[src/rtl/core/bounded_sequence_store_unit_defines.svh]
// Assertion macros used by the store's back end.
// No dependencies; include by bare file name.
`ifndef BOUNDED_SEQUENCE_STORE_UNIT_DEFINES_SVH
`define BOUNDED_SEQUENCE_STORE_UNIT_DEFINES_SVH

// Assert that a implies b at the next edge.
`define BSS_ASSERT_NEXT(label, clk, rst_n, a, b) \
	label: assert property (@(posedge clk) disable iff (!rst_n) (a) |=> (b)) \
		else $error("assertion failed");

// Assert that a implies b at the same edge.
`define BSS_ASSERT_NOW(label, clk, rst_n, a, b) \
	label: assert property (@(posedge clk) disable iff (!rst_n) (a) |-> (b)) \
		else $error("assertion failed");

`endif

[src/rtl/core/bss_pkg.sv]
// Shared types and codes for the bounded sequence store.
// No dependencies.
`default_nettype none
package bss_pkg;
	localparam int unsigned ValW = 32;
	localparam int unsigned FuncW = 4;
	localparam int unsigned SizeW = 6;
	localparam int unsigned StoreDepth = 32;
	localparam int unsigned AddrW = $clog2(StoreDepth);

	localparam logic [FuncW-1:0] FN_ADD_BACK = 4'd0;
	localparam logic [FuncW-1:0] FN_ADD_FRONT = 4'd1;
	localparam logic [FuncW-1:0] FN_TAKE_BACK = 4'd2;
	localparam logic [FuncW-1:0] FN_TAKE_FRONT = 4'd3;
	localparam logic [FuncW-1:0] FN_REMOVE = 4'd4;
	localparam logic [FuncW-1:0] FN_UNIQUE = 4'd5;
	localparam logic [FuncW-1:0] FN_SORT = 4'd6;
	localparam logic [FuncW-1:0] FN_CLEAR = 4'd7;
	localparam logic [FuncW-1:0] FN_RESIZE = 4'd8;

	localparam logic [1:0] ST_OK = 2'd0;
	localparam logic [1:0] ST_FULL = 2'd1;
	localparam logic [1:0] ST_EMPTY = 2'd2;

	typedef enum logic [3:0] {
		OP_NOP, OP_ADD_BACK, OP_ADD_FRONT, OP_TAKE_BACK, OP_TAKE_FRONT,
		OP_REMOVE, OP_UNIQUE, OP_SORT, OP_CLEAR, OP_RESIZE
	} op_t;

	typedef struct packed {
		op_t              op;
		logic [ValW-1:0]  value;
		logic [SizeW-1:0] new_size;
	} cmd_t;

	typedef enum logic [3:0] {
		BK_IDLE, BK_SIMPLE, BK_CMP_RD, BK_CMP_WR, BK_SORT_RD, BK_SORT_KEY,
		BK_SORT_CMP, BK_SORT_WR, BK_FILL, BK_FRONT_RD, BK_BACK_RD, BK_REPORT
	} bk_state_t;
endpackage
`default_nettype wire

[src/rtl/core/bss_front.sv]
// Front end: takes commands, decodes func into an operation, pushes the queue.
// Depends on bss_pkg.
`default_nettype none
module bss_front import bss_pkg::*; (
	input  wire logic             clk,
	input  wire logic             arst_n,
	input  wire logic             start,
	input  wire logic [FuncW-1:0] func,
	input  wire logic [ValW-1:0]  item_value,
	input  wire logic [SizeW-1:0] new_size,
	input  wire logic             done,
	output logic                  busy,
	output logic                  q_push,
	output cmd_t                  q_cmd
);
	logic busy_q;
	op_t  op;

	always_comb begin
		case (func)
			FN_ADD_BACK:   op = OP_ADD_BACK;
			FN_ADD_FRONT:  op = OP_ADD_FRONT;
			FN_TAKE_BACK:  op = OP_TAKE_BACK;
			FN_TAKE_FRONT: op = OP_TAKE_FRONT;
			FN_REMOVE:     op = OP_REMOVE;
			FN_UNIQUE:     op = OP_UNIQUE;
			FN_SORT:       op = OP_SORT;
			FN_CLEAR:      op = OP_CLEAR;
			FN_RESIZE:     op = OP_RESIZE;
			default:       op = OP_NOP;
		endcase
	end

	// one command in flight: the store state is needed by the next one
	assign busy = busy_q;
	assign q_push = start & ~busy_q;
	assign q_cmd = '{op: op, value: item_value, new_size: new_size};

	// hold busy from the transfer until the result strobe
	always_ff @(posedge clk or negedge arst_n) begin
		if (!arst_n) begin
			busy_q <= 1'b0;
		end else if (q_push) begin
			busy_q <= 1'b1;
		end else if (done) begin
			busy_q <= 1'b0;
		end
	end
endmodule
`default_nettype wire

[src/rtl/core/bss_back.sv]
// Back end: executes commands on the ring memory and emits one result each.
// Depends on bss_pkg and bounded_sequence_store_unit_defines.svh.
`default_nettype none
module bss_back import bss_pkg::*; (
	input  wire logic             clk,
	input  wire logic             arst_n,
	input  wire logic             cmd_valid,
	input  wire cmd_t             cmd,
	output logic                  cmd_pop,
	output logic                  done,
	output logic [1:0]            status,
	output logic [ValW-1:0]       front_value,
	output logic [ValW-1:0]       back_value,
	output logic [SizeW-1:0]      entry_count,
	output logic                  is_empty
);
	`include "bounded_sequence_store_unit_defines.svh"

	logic [ValW-1:0] mem [StoreDepth];
	logic [ValW-1:0] rd_q;

	bk_state_t state_q, state_d;
	cmd_t      cmd_q;
	logic [AddrW-1:0] head_q;
	logic [SizeW-1:0] count_q;
	logic [SizeW-1:0] i_q, n_q, j_q;
	logic [ValW-1:0]  key_q, prev_q, front_q, back_q;
	logic [1:0]       st_q;
	logic             have_prev_q;
	logic             done_q;

	logic             we;
	logic [AddrW-1:0] waddr, raddr;
	logic [ValW-1:0]  wdata;
	logic             keep;
	logic             slt;
	logic             last_entry;
	logic             fill_last;
	logic             grow;

	function automatic logic [AddrW-1:0] slot(input logic [AddrW-1:0] h,
		input logic [SizeW-1:0] l);
		logic [SizeW:0] s;
		s = {{(SizeW+1-AddrW){1'b0}}, h} + {1'b0, l};
		if (s >= (SizeW+1)'(StoreDepth)) s = s - (SizeW+1)'(StoreDepth);
		return s[AddrW-1:0];
	endfunction

	always_ff @(posedge clk) begin
		if (we) mem[waddr] <= wdata;
		rd_q <= mem[raddr];
	end

	assign slt = $signed(key_q) < $signed(rd_q);
	assign keep = (cmd_q.op == OP_REMOVE) ? (rd_q != cmd_q.value) :
		(!have_prev_q || (rd_q != prev_q));
	assign last_entry = (i_q + SizeW'(1) >= count_q);
	assign fill_last = (i_q + SizeW'(1) >= cmd_q.new_size);
	assign grow = (cmd_q.new_size <= SizeW'(StoreDepth)) && (cmd_q.new_size > count_q);

	// next state
	always_comb begin
		state_d = state_q;
		case (state_q)
			BK_IDLE: if (cmd_valid) state_d = BK_SIMPLE;
			BK_SIMPLE: begin
				case (cmd_q.op)
					OP_REMOVE, OP_UNIQUE:
						state_d = (count_q == '0) ? BK_FRONT_RD : BK_CMP_RD;
					OP_SORT: state_d = (count_q < SizeW'(2)) ? BK_FRONT_RD : BK_SORT_RD;
					OP_RESIZE: state_d = grow ? BK_FILL : BK_FRONT_RD;
					default: state_d = BK_FRONT_RD;
				endcase
			end
			BK_CMP_RD: state_d = BK_CMP_WR;
			BK_CMP_WR: state_d = last_entry ? BK_FRONT_RD : BK_CMP_RD;
			BK_SORT_RD: state_d = BK_SORT_KEY;
			BK_SORT_KEY: state_d = BK_SORT_CMP;
			BK_SORT_CMP: if (j_q == '0 || !slt) state_d = BK_SORT_WR;
			BK_SORT_WR: state_d = last_entry ? BK_FRONT_RD : BK_SORT_RD;
			BK_FILL: state_d = fill_last ? BK_FRONT_RD : BK_FILL;
			BK_FRONT_RD: state_d = BK_BACK_RD;
			BK_BACK_RD: state_d = BK_REPORT;
			BK_REPORT: state_d = BK_IDLE;
			default: state_d = BK_IDLE;
		endcase
	end

	// memory port control
	always_comb begin
		we = 1'b0;
		waddr = slot(head_q, '0);
		wdata = cmd_q.value;
		raddr = slot(head_q, '0);
		case (state_q)
			BK_SIMPLE: begin
				if (count_q < SizeW'(StoreDepth)) begin
					if (cmd_q.op == OP_ADD_BACK) begin
						we = 1'b1;
						waddr = slot(head_q, count_q);
					end else if (cmd_q.op == OP_ADD_FRONT) begin
						we = 1'b1;
						waddr = slot(head_q, SizeW'(StoreDepth - 1));
					end
				end
			end
			BK_CMP_RD: raddr = slot(head_q, i_q);
			BK_CMP_WR: begin
				we = keep;
				waddr = slot(head_q, n_q);
				wdata = rd_q;
			end
			BK_SORT_RD: raddr = slot(head_q, i_q);
			BK_SORT_KEY: raddr = slot(head_q, i_q - SizeW'(1));
			BK_SORT_CMP: begin
				// shift the bigger entry up, then read the next lower one
				if (j_q != '0 && slt) begin
					we = 1'b1;
					waddr = slot(head_q, j_q);
					wdata = rd_q;
				end
				raddr = slot(head_q, j_q - SizeW'(2));
			end
			BK_SORT_WR: begin
				we = 1'b1;
				waddr = slot(head_q, j_q);
				wdata = key_q;
			end
			BK_FILL: begin
				we = 1'b1;
				waddr = slot(head_q, i_q);
				wdata = '0;
			end
			BK_FRONT_RD: raddr = slot(head_q, '0);
			BK_BACK_RD: raddr = slot(head_q, count_q - SizeW'(1));
			default: ;
		endcase
	end

	assign cmd_pop = (state_q == BK_IDLE) && cmd_valid;

	always_ff @(posedge clk) begin
		if (cmd_pop) cmd_q <= cmd;
		case (state_q)
			BK_SIMPLE: begin
				i_q <= (cmd_q.op == OP_SORT) ? SizeW'(1) :
					(cmd_q.op == OP_RESIZE) ? count_q : '0;
				n_q <= '0;
				have_prev_q <= 1'b0;
			end
			BK_CMP_WR: begin
				if (keep) begin
					n_q <= n_q + SizeW'(1);
					prev_q <= rd_q;
					have_prev_q <= 1'b1;
				end
				i_q <= i_q + SizeW'(1);
			end
			BK_SORT_RD: j_q <= i_q;
			BK_SORT_KEY: key_q <= rd_q;
			BK_SORT_CMP: if (j_q != '0 && slt) j_q <= j_q - SizeW'(1);
			BK_SORT_WR: i_q <= i_q + SizeW'(1);
			BK_FILL: i_q <= i_q + SizeW'(1);
			BK_BACK_RD: front_q <= rd_q;
			BK_REPORT: back_q <= rd_q;
			default: ;
		endcase
	end

	always_ff @(posedge clk or negedge arst_n) begin
		if (!arst_n) begin
			state_q <= BK_IDLE;
			head_q <= '0;
			count_q <= '0;
			st_q <= ST_OK;
			done_q <= 1'b0;
		end else begin
			state_q <= state_d;
			done_q <= 1'b0;
			case (state_q)
				BK_SIMPLE: begin
					st_q <= ST_OK;
					case (cmd_q.op)
						OP_ADD_BACK, OP_ADD_FRONT: begin
							if (count_q >= SizeW'(StoreDepth)) begin
								st_q <= ST_FULL;
							end else begin
								count_q <= count_q + SizeW'(1);
								if (cmd_q.op == OP_ADD_FRONT)
									head_q <= slot(head_q, SizeW'(StoreDepth - 1));
							end
						end
						OP_TAKE_BACK, OP_TAKE_FRONT: begin
							if (count_q == '0) begin
								st_q <= ST_EMPTY;
							end else begin
								count_q <= count_q - SizeW'(1);
								if (cmd_q.op == OP_TAKE_FRONT)
									head_q <= slot(head_q, SizeW'(1));
							end
						end
						OP_CLEAR: count_q <= '0;
						OP_RESIZE: begin
							if (cmd_q.new_size > SizeW'(StoreDepth)) begin
								st_q <= ST_FULL;
							end else if (cmd_q.new_size <= count_q) begin
								count_q <= cmd_q.new_size;
							end
						end
						default: ;
					endcase
				end
				BK_CMP_WR: if (last_entry) count_q <= n_q + SizeW'(keep);
				BK_FILL: if (fill_last) count_q <= cmd_q.new_size;
				BK_REPORT: done_q <= 1'b1;
				default: ;
			endcase
		end
	end

	assign done = done_q;
	assign status = st_q;
	assign entry_count = count_q;
	assign is_empty = (count_q == '0);
	assign front_value = is_empty ? '0 : front_q;
	assign back_value = is_empty ? '0 : back_q;

	`BSS_ASSERT_NOW(a_count_max, clk, arst_n, 1'b1, count_q <= SizeW'(StoreDepth))
	`BSS_ASSERT_NEXT(a_pop_idle, clk, arst_n, cmd_pop, state_q == BK_SIMPLE)
	`BSS_ASSERT_NEXT(a_done_once, clk, arst_n, done, !done)
	`BSS_ASSERT_NOW(a_sort_j, clk, arst_n, state_q == BK_SORT_CMP, j_q <= i_q)
endmodule
`default_nettype wire

[src/rtl/core/bounded_sequence_store_unit.sv]
// Top level of the bounded sequence store: front end, command queue, back end.
// Depends on bss_pkg, bss_front, bss_back.
`default_nettype none
// A command is taken when start is high and busy is low; one result follows
// with done high for a single cycle, which the receiver cannot stall. The
// command passes the one-entry queue, then the back end's idle, simple, front
// read, back read and report states before done; busy drops at the edge that
// samples done, so a new command waits for the last one's result. Remove and
// unique read and write back each entry held; sort on n >= 2 entries reads,
// keys, compares and writes each entry after the first, plus one compare per
// shift; a growing resize writes one appended zero at a time. The ring memory
// of 32 words, with a read and a write port, is walked one entry at a time.
// Hold busy high from the transfer until the result is shown.
module bounded_sequence_store_unit import bss_pkg::*; (
	input  wire logic             clk,
	input  wire logic             arst_n,
	input  wire logic             start,
	input  wire logic [FuncW-1:0] func,
	input  wire logic [ValW-1:0]  item_value,
	input  wire logic [SizeW-1:0] new_size,
	output logic                  busy,
	output logic                  done,
	output logic [1:0]            status,
	output logic [ValW-1:0]       front_value,
	output logic [ValW-1:0]       back_value,
	output logic [SizeW-1:0]      entry_count,
	output logic                  is_empty
);
	logic q_push, q_pop, q_valid_q;
	cmd_t q_cmd, q_data_q;

	bss_front u_front (
		.clk, .arst_n, .start, .func, .item_value, .new_size,
		.done, .busy, .q_push, .q_cmd
	);

	// one-entry queue between front and back; advance on pop
	always_ff @(posedge clk or negedge arst_n) begin
		if (!arst_n) begin
			q_valid_q <= 1'b0;
		end else if (q_push) begin
			q_valid_q <= 1'b1;
		end else if (q_pop) begin
			q_valid_q <= 1'b0;
		end
	end
	always_ff @(posedge clk) begin
		if (q_push) q_data_q <= q_cmd;
	end

	bss_back u_back (
		.clk, .arst_n, .cmd_valid(q_valid_q), .cmd(q_data_q), .cmd_pop(q_pop),
		.done, .status, .front_value, .back_value, .entry_count, .is_empty
	);
endmodule
`default_nettype wire

[config.mk]
export PLATFORM = sky130hd
export DESIGN_NAME = bounded_sequence_store_unit
export DESIGN_NICKNAME = d
export VERILOG_FILES = /design/src/rtl/core/bss_pkg.sv /design/src/rtl/core/bss_front.sv /design/src/rtl/core/bss_back.sv /design/src/rtl/core/bounded_sequence_store_unit.sv
export VERILOG_INCLUDE_DIRS = /design/src /design/src/rtl/core
export SDC_FILE = /design/constraint.sdc
export NUM_CORES = 2
export LEC_CHECK = 0
export BUFFER_PORTS_ARGS = -buffer_cell sky130_fd_sc_hd__buf_2
export CAP_MARGIN = 20
export CORE_MARGIN = 3
export CORE_UTILIZATION = 50
export DETAILED_ROUTE_END_ITERATION = 6
export GPL_ROUTABILITY_DRIVEN = 0
export PLACE_DENSITY = 0.64
export SLEW_MARGIN = 30
export SYNTH_ARGS = -nofsm -noshare
export SYNTH_HDL_FRONTEND = slang
export SYNTH_SLANG_ARGS = --single-unit
[constraint.sdc]
create_clock -name clk -period 9.5 [get_ports clk]
set_clock_uncertainty 0.05 [all_clocks]
set_input_delay 0.475 -clock clk [delete_from_list [all_inputs] [get_ports clk]]
set_output_delay 0.475 -clock clk [all_outputs]
set_load 0.05 [all_outputs]
Word-level counts from Yosys, hierarchy flattened
Memories as Yosys holds them, arrays and structs flattened. A register that Yosys moved wholly into a read port is not among the register bits.
Index checks and enable logic that the tools add are counted.
{"block": "classes", "bitwise_logic": 2, "reduce_logical": 30, "n_addsub": 27, "mux": 69, "n_lt_le_gt_ge": 20, "n_eq_ne": 37}
{"op": "$pmux 32 s4", "n": 1}
{"op": "$mux 32", "n": 3}
{"op": "$mux 5", "n": 18}
{"op": "$ne 32x32->1", "n": 2}
{"op": "$mux 6", "n": 10}
{"op": "$sub 5x1->5 const B", "n": 10}
{"op": "$add 5x6->7", "n": 7}
{"op": "$ge 7x6->1 const B", "n": 7}
{"op": "$pmux 4 s11", "n": 1}
{"op": "$pmux 6 s2", "n": 3}
{"op": "$eq 4x3->1 const B", "n": 8}
{"op": "$lt 32x32->1", "n": 1}
{"op": "$pmux 5 s5", "n": 1}
{"op": "$eq 4x4->1 const B", "n": 6}
{"op": "$mux 4", "n": 6}
{"op": "$pmux 6 s4", "n": 1}
{"op": "$pmux 5 s4", "n": 1}
{"op": "$add 6x1->6 const B", "n": 3}
{"op": "$ge 6x6->1 const B", "n": 3}
{"op": "$pmux 6 s3", "n": 1}
{"op": "$sub 6x1->6 const B", "n": 3}
{"op": "$mux 1", "n": 17}
{"op": "$eq 4x2->1 const B", "n": 4}
{"op": "$ne 2x1->1 const B", "n": 7}
{"op": "37 further kinds", "n": 61}
{"block": "word_totals", "n_memories": 2, "ramBits": 1024, "regBits": 247, "romBits": 64}
{"name": "u_back.mem", "words": 32, "width": 32, "read_ports": 1, "rd_clocked_by_memory_dff": 1, "wr": 1, "line_no": "bss_back.sv:19", "text": "logic [ValW-1:0] mem [StoreDepth];"}
{"name": "(no name shown)", "words": 16, "width": 4, "read_ports": 1, "rd_clocked_by_memory_dff": 1, "wr": 0, "line_no": "bss_front.sv:20", "text": "case (func)"}

Depth between registers and ports, before layout
{"block": "logic_depth", "ltp_word": 7, "depth_mapped": 18, "ltp_nobuf": 15}

Cells and area by module
From an unflattened synthesis, not the netlist that was laid out.
{"block": "unflattened", "cells_unflattened": 3928, "area_unflattened_um2": 54827.6}
{"module": "bss_back", "instances": 1, "area_each_um2": 53110.9, "cells_each": 3828}
{"module": "bounded_sequence_store_unit", "instances": 1, "area_each_um2": 1297.5, "cells_each": 45}
{"module": "bss_front", "instances": 1, "area_each_um2": 419.2, "cells_each": 55}

Worst setup path after synthesis
OpenSTA, ideal clock, no wires.
{"block": "synth_path", "path_kind": "reg2reg", "start": "register u_back.cmd_q[41] (netlist name)", "end": "memory u_back.mem[22][0] (enable)", "setup_time_ps": 461, "stages_incl_launch_ff": 12, "period_less_slack_ps": 6851, "arrival_ps": 6340, "setup_slack_ps": 2649, "n_path_buf": 2, "path_cell_list": "edfxtp_1 > clkbuf_1 > nor4bb_1 > nor4_1 > nand4_1 > nor4_1 > nor3_1 > a2111o_1 > a32oi_1 > or2_2 > clkbuf_1 > nor3_1"}
{"block": "synth_via", "elab_chain_len": 7, "word_cells_on_any_way": 14, "cone_classes": "3 x eq/ne; 11 x mux"}
{"element": "from (decl)", "line_no": "bss_back.sv:23", "text": "cmd_t cmd_q;"}
{"element": "from (signal assigned)", "line_no": "bss_back.sv:143", "text": "if (cmd_pop) cmd_q <= cmd;"}
{"element": "$eq 4x2->1", "line_no": "bss_back.sv:101", "text": "end else if (cmd_q.op == OP_ADD_FRONT) begin"}
{"element": "$mux 1", "line_no": "bss_back.sv:101"}
{"element": "$mux 1", "line_no": "bss_back.sv:98", "text": "if (cmd_q.op == OP_ADD_BACK) begin"}
{"element": "$mux 1", "line_no": "bss_back.sv:97", "text": "if (count_q < SizeW'(StoreDepth)) begin"}
{"element": "$pmux 1 s4", "line_no": "bss_back.sv:95", "text": "case (state_q)"}
{"element": "$mux 1", "line_no": "bss_back.sv:50", "text": "if (we) mem[waddr] <= wdata;"}
{"element": "$mux 1 (implied by the code)", "line_no": "bss_back.sv:50"}
{"element": "to (decl)", "line_no": "bss_back.sv:19"}
Several ways; a longest one is shown, not always the timed one.

Final worst setup path
{"block": "layout_path", "start": "register u_back.state_q[2]", "end": "register u_back.rd_q[13] (read register of u_back.mem)"}
{"block": "layout_via", "elab_chain_len": 3, "word_cells_on_any_way": 7, "cone_classes": "5 x eq/ne; 1 x mux; 1 x reduce/logical"}
{"element": "from (decl)", "line_no": "bss_back.sv:22", "text": "bk_state_t state_q, state_d;"}
{"element": "from (signal assigned)", "line_no": "bss_back.sv:178", "text": "state_q <= state_d;"}
{"element": "$eq 4x2->1 / $eq 4x3->1 (equally long branches)", "line_no": "bss_back.sv:95"}
{"element": "$reduce_or 2->1 (no source line)"}
{"element": "$pmux 5 s4 *", "line_no": "bss_back.sv:95"}
{"element": "to (decl)", "line_no": "bss_back.sv:20", "text": "logic [ValW-1:0] rd_q;"}
Mark *: on every way between the ends. The rest lies on a longest branch, timed or not.
A chain may end at the register's enable or synchronous reset.

==> results.md <==
- Status: finished, violations left
- Violated checks: DRC
- Final setup viols: 0
- TritonCTS clock tree: yes
- Worst Setup Start Kind: register
- Ys async rst share: under 10%
- Critical Path Stages: 15
- Syn. warnings: 0
- Setup TNS: 0 ns
- First-pass iteration count of the detailed router: 7
- Antenna fix cells: 0
- Wire length of the first global-routing pass: 226900 um
- Synth Flop Type: edfxtp_1
- NumNets Final: 4641
- Final Instance Area: 0.06185 mm^2
- Most frequent cells in the layout: edfxtp_1, nand2_1, nand3_1, clkbuf_16, o211ai_1
- Post-DP HPWL: 81240 um
- Cell area after synthesis: 0.05482 mm^2
- RSZ-0062 raised after global routing: no
- CP startpoint: u_back.state_q[2]$_DFFE_PN0P_
- GRT Total Usage: 27.30%
- TritonCTS Buffers: 135
- CP arrival: 6.34 ns
- Reg-to-Reg Start: u_back.state_q[2]$_DFFE_PN0P_
- Compound-Gate Fraction of Synth Area: about 4.7%
- Period utilization: 61.28%
- Worst Path Required: ~10 ns
- CP delay by family, top: simple AND/OR/NAND/NOR gates
- DRT iter0 DRCs: 5433
- Max Cap Viol: 0
- Relative slew slack: 24.17%
- Worst setup EP type: register
- Simple-gate share of the synthesized area: 17.60%
- Clock latency on the worst-skew pair: approximately 0.75 ns
- Syn-to-layout area delta: 12.82%
- Buf/Inv on CP: 3
- Yosys cell types: a little over 80
- DR WL met3: 16450 um
- CTS max path bufs: 3
- H-tree depth: 4
- Port bufs: between 100 and 150
- Worst path max stage delay: ~0.73 ns
- ANT nets after route: 0
- Synth Register Bits: ~1300
- R2R Path End: u_back.rd_q[13]$_DFF_P_
- Vias: 36250
- CTS clk-pin slew, worst paths: 0.06 ns
- Root Buffer: clkbuf_16
- WL final: 156200 um
- Die width: 337.1 um
- Avg WL per Cell: around 26 um
- Max Clk Rate: 171.8 MHz
- Seq/Total Area, Yosys: 70.83%
- Syn nets: 4525
- Vias per cell: 6.021
- Die Y: 337.1 um
- DRC errors left: 18
- CP Class: register to register
- Slowest cell on crit path: nor2_1
- Synth Instances: between 4000 and 5000
- Most common cell after layout, fill and taps aside: edfxtp_1
- Largest net degree at the start of global routing: 213
- Met2 WL: around 70000 um
- Path depth of the worst reg2reg path: 15
- Vias in the first global route: 33700
- Max-slew violation count: 0
- Uppermost layer routed: met5
- Post-layout min period: approximately 5.8 ns
- Core area: 0.1080 mm^2
- Number of cell rows: between 100 and 150
- CP max FO: 48
- Num Clock Sinks: 1307
- Xor and xnor area share after synthesis: between 1.5 and 2%
- Starting Density: 50.78%
- Total global routing overflow: 0
- Critical Path, Cell by Cell: nand2b_1 -> nor2_1 -> nand2_1 -> o221ai_1 -> ha_1 -> inv_1 -> fa_1 -> nor2_1 -> a221oi_4 -> buf_4 -> buf_4 -> nand3_1 -> nand3_1 -> o211ai_1 -> and4_1
- Hold Crit Depth: 2
- Initial antenna violation count: 6
- Synthesized area per cell: 12.48 um^2
- Setup crit end: u_back.rd_q[13]$_DFF_P_
- Final Hold Viols: 0
- Mux share of post-synthesis cell area: 0.2009%
- Placed inst area: between 0.05 and 0.06 mm^2
- EDFF count, synth: 1255
- Largest family of logic cells by synthesized area: simple AND/OR/NAND/NOR gates
- Worst-margin pin slew: 1.137 ns
- Adder-cell share of the synthesized area: 2.100%
- FF-to-FF setup slack: 3.68 ns
- Layout cells sized above 1: between 9 and 10%
- Full die area: 0.1136 mm^2
- WL met1: 63430 um
- HP Class: primary input to register
- IO Count: 120
routing by layer:
| layer | vias up | track usage [%] |
|---|---|---|
| li1 | 16130 | - |
| met1 | 17780 | 39.19 |
| met2 | 2012 | 41.98 |
| met3 | 328 | 4.666 |
| met4 | 6 | 10.41 |
| met5 | - | 0 |
stage by stage:
stage                     cells  hold slack [ns]  setup WS [ns]  util [%]
after floorplan            4391           0.1294          2.649         -
after global placement     5724           0.3515          3.775     52.75
after detailed placement   5729           0.3552          3.824     52.85
after CTS                  6019          0.04730          3.811     57.23
after global routing       6021          0.08531          3.408     57.29
final                      6021          0.08160          3.678     57.29
cell usage after synthesis (all sizes together), types with 14 or more instances:
cell type     n  share of area [%]
dfxtp        32                1.2
and4         33               0.53
inv          98               0.67
and2         66               0.75
xnor2        60               0.96
o21ai        27               0.25
a222oi       37               0.68
nand3       664                6.1
dfrtp        20               0.91
clkbuf      110               0.75
nand2b       14               0.16
nand2      1204                8.2
a21oi        43               0.40
nor2         99               0.71
o211ai      132                1.8
nor3         19               0.20
a21o         19               0.26
nand4        14               0.16
xor2         51               0.81
edfxtp     1255                 69
buf         149                1.3
ha           84                1.9
how the worst min path moves through the flow:
stage                           startpoint                    endpoint  slack [ns]
finish                             func[0]      q_data_q[38]$_DFFE_PP_        0.08
global route                       func[0]      q_data_q[38]$_DFFE_PP_        0.09
CTS                                func[0]      q_data_q[38]$_DFFE_PP_        0.05
detailed placement  q_data_q[11]$_DFFE_PP_  u_back.cmd_q[11]$_DFFE_PP_        0.36
global placement    q_data_q[11]$_DFFE_PP_  u_back.cmd_q[11]$_DFFE_PP_        0.35
floorplan                           arst_n       q_valid_q$_DFFE_PN0P_        0.13
sequential cells by signal (all words and copies together) (netlist names), 2 cells and up:
register            cells
u_back.front_q         32
u_back.status           2
u_back.prev_q          32
u_back.mem           1024
u_back.n_q              6
u_back.cmd_q           42
q_data_q               42
u_back.rd_q            32
u_back.j_q              6
u_back.back_q          32
u_back.entry_count      6
u_back.head_q           5
u_back.i_q              6
u_back.key_q           32
u_back.state_q          4
final cells by class:
class / instances / area, um^2
Fill cell: 8599 / 46110
Timing Repair Buffer: 238 / 1753
Inverter: 99 / 371.6
Tap cell: 1403 / 1755
Clock inverter: 60 / 585.6
Sequential cell: 1307 / 38830
Multi-Input combinational cell: 2726 / 14830
Clock buffer: 188 / 3721
what timing repair did:
action	in CTS	in global routing
endpoints found under the hold margin	61	0
buffers inserted	0	0
hold buffers	42	0
gates resized for setup	0	0
worst register-to-register path, cell delays in order (launching register included):
cell and delay (ns):
dfrtp_1 0.66, nand2b_1 0.30, nor2_1 0.74, nand2_1 0.15, o221ai_1 0.11, ha_1 0.22
inv_1 0.06, fa_1 0.50, nor2_1 0.09, a221oi_4 0.58, buf_4 0.62, buf_4 0.70
nand3_1 0.24, nand3_1 0.14, o211ai_1 0.12, and4_1 0.40
cell families (layout without fill, tap and decap cells):
| kind of cell | Yosys count | count (layout) |
|---|---|---|
| AND/OR/NAND/NOR | 2174 | 2174 |
| XOR/XNOR | 112 | 112 |
| adder cells (fa/ha/maj) | 89 | 89 |
| AO/OA/AOI/OAI | 340 | 340 |
| multiplexers | 11 | 11 |
| flip-flops | 1307 | 1307 |
| buffers and inverters | 358 | 585 |
Power is not shown: default switching activity piles up to over one toggle a cycle in this logic, so the estimate is an artifact.
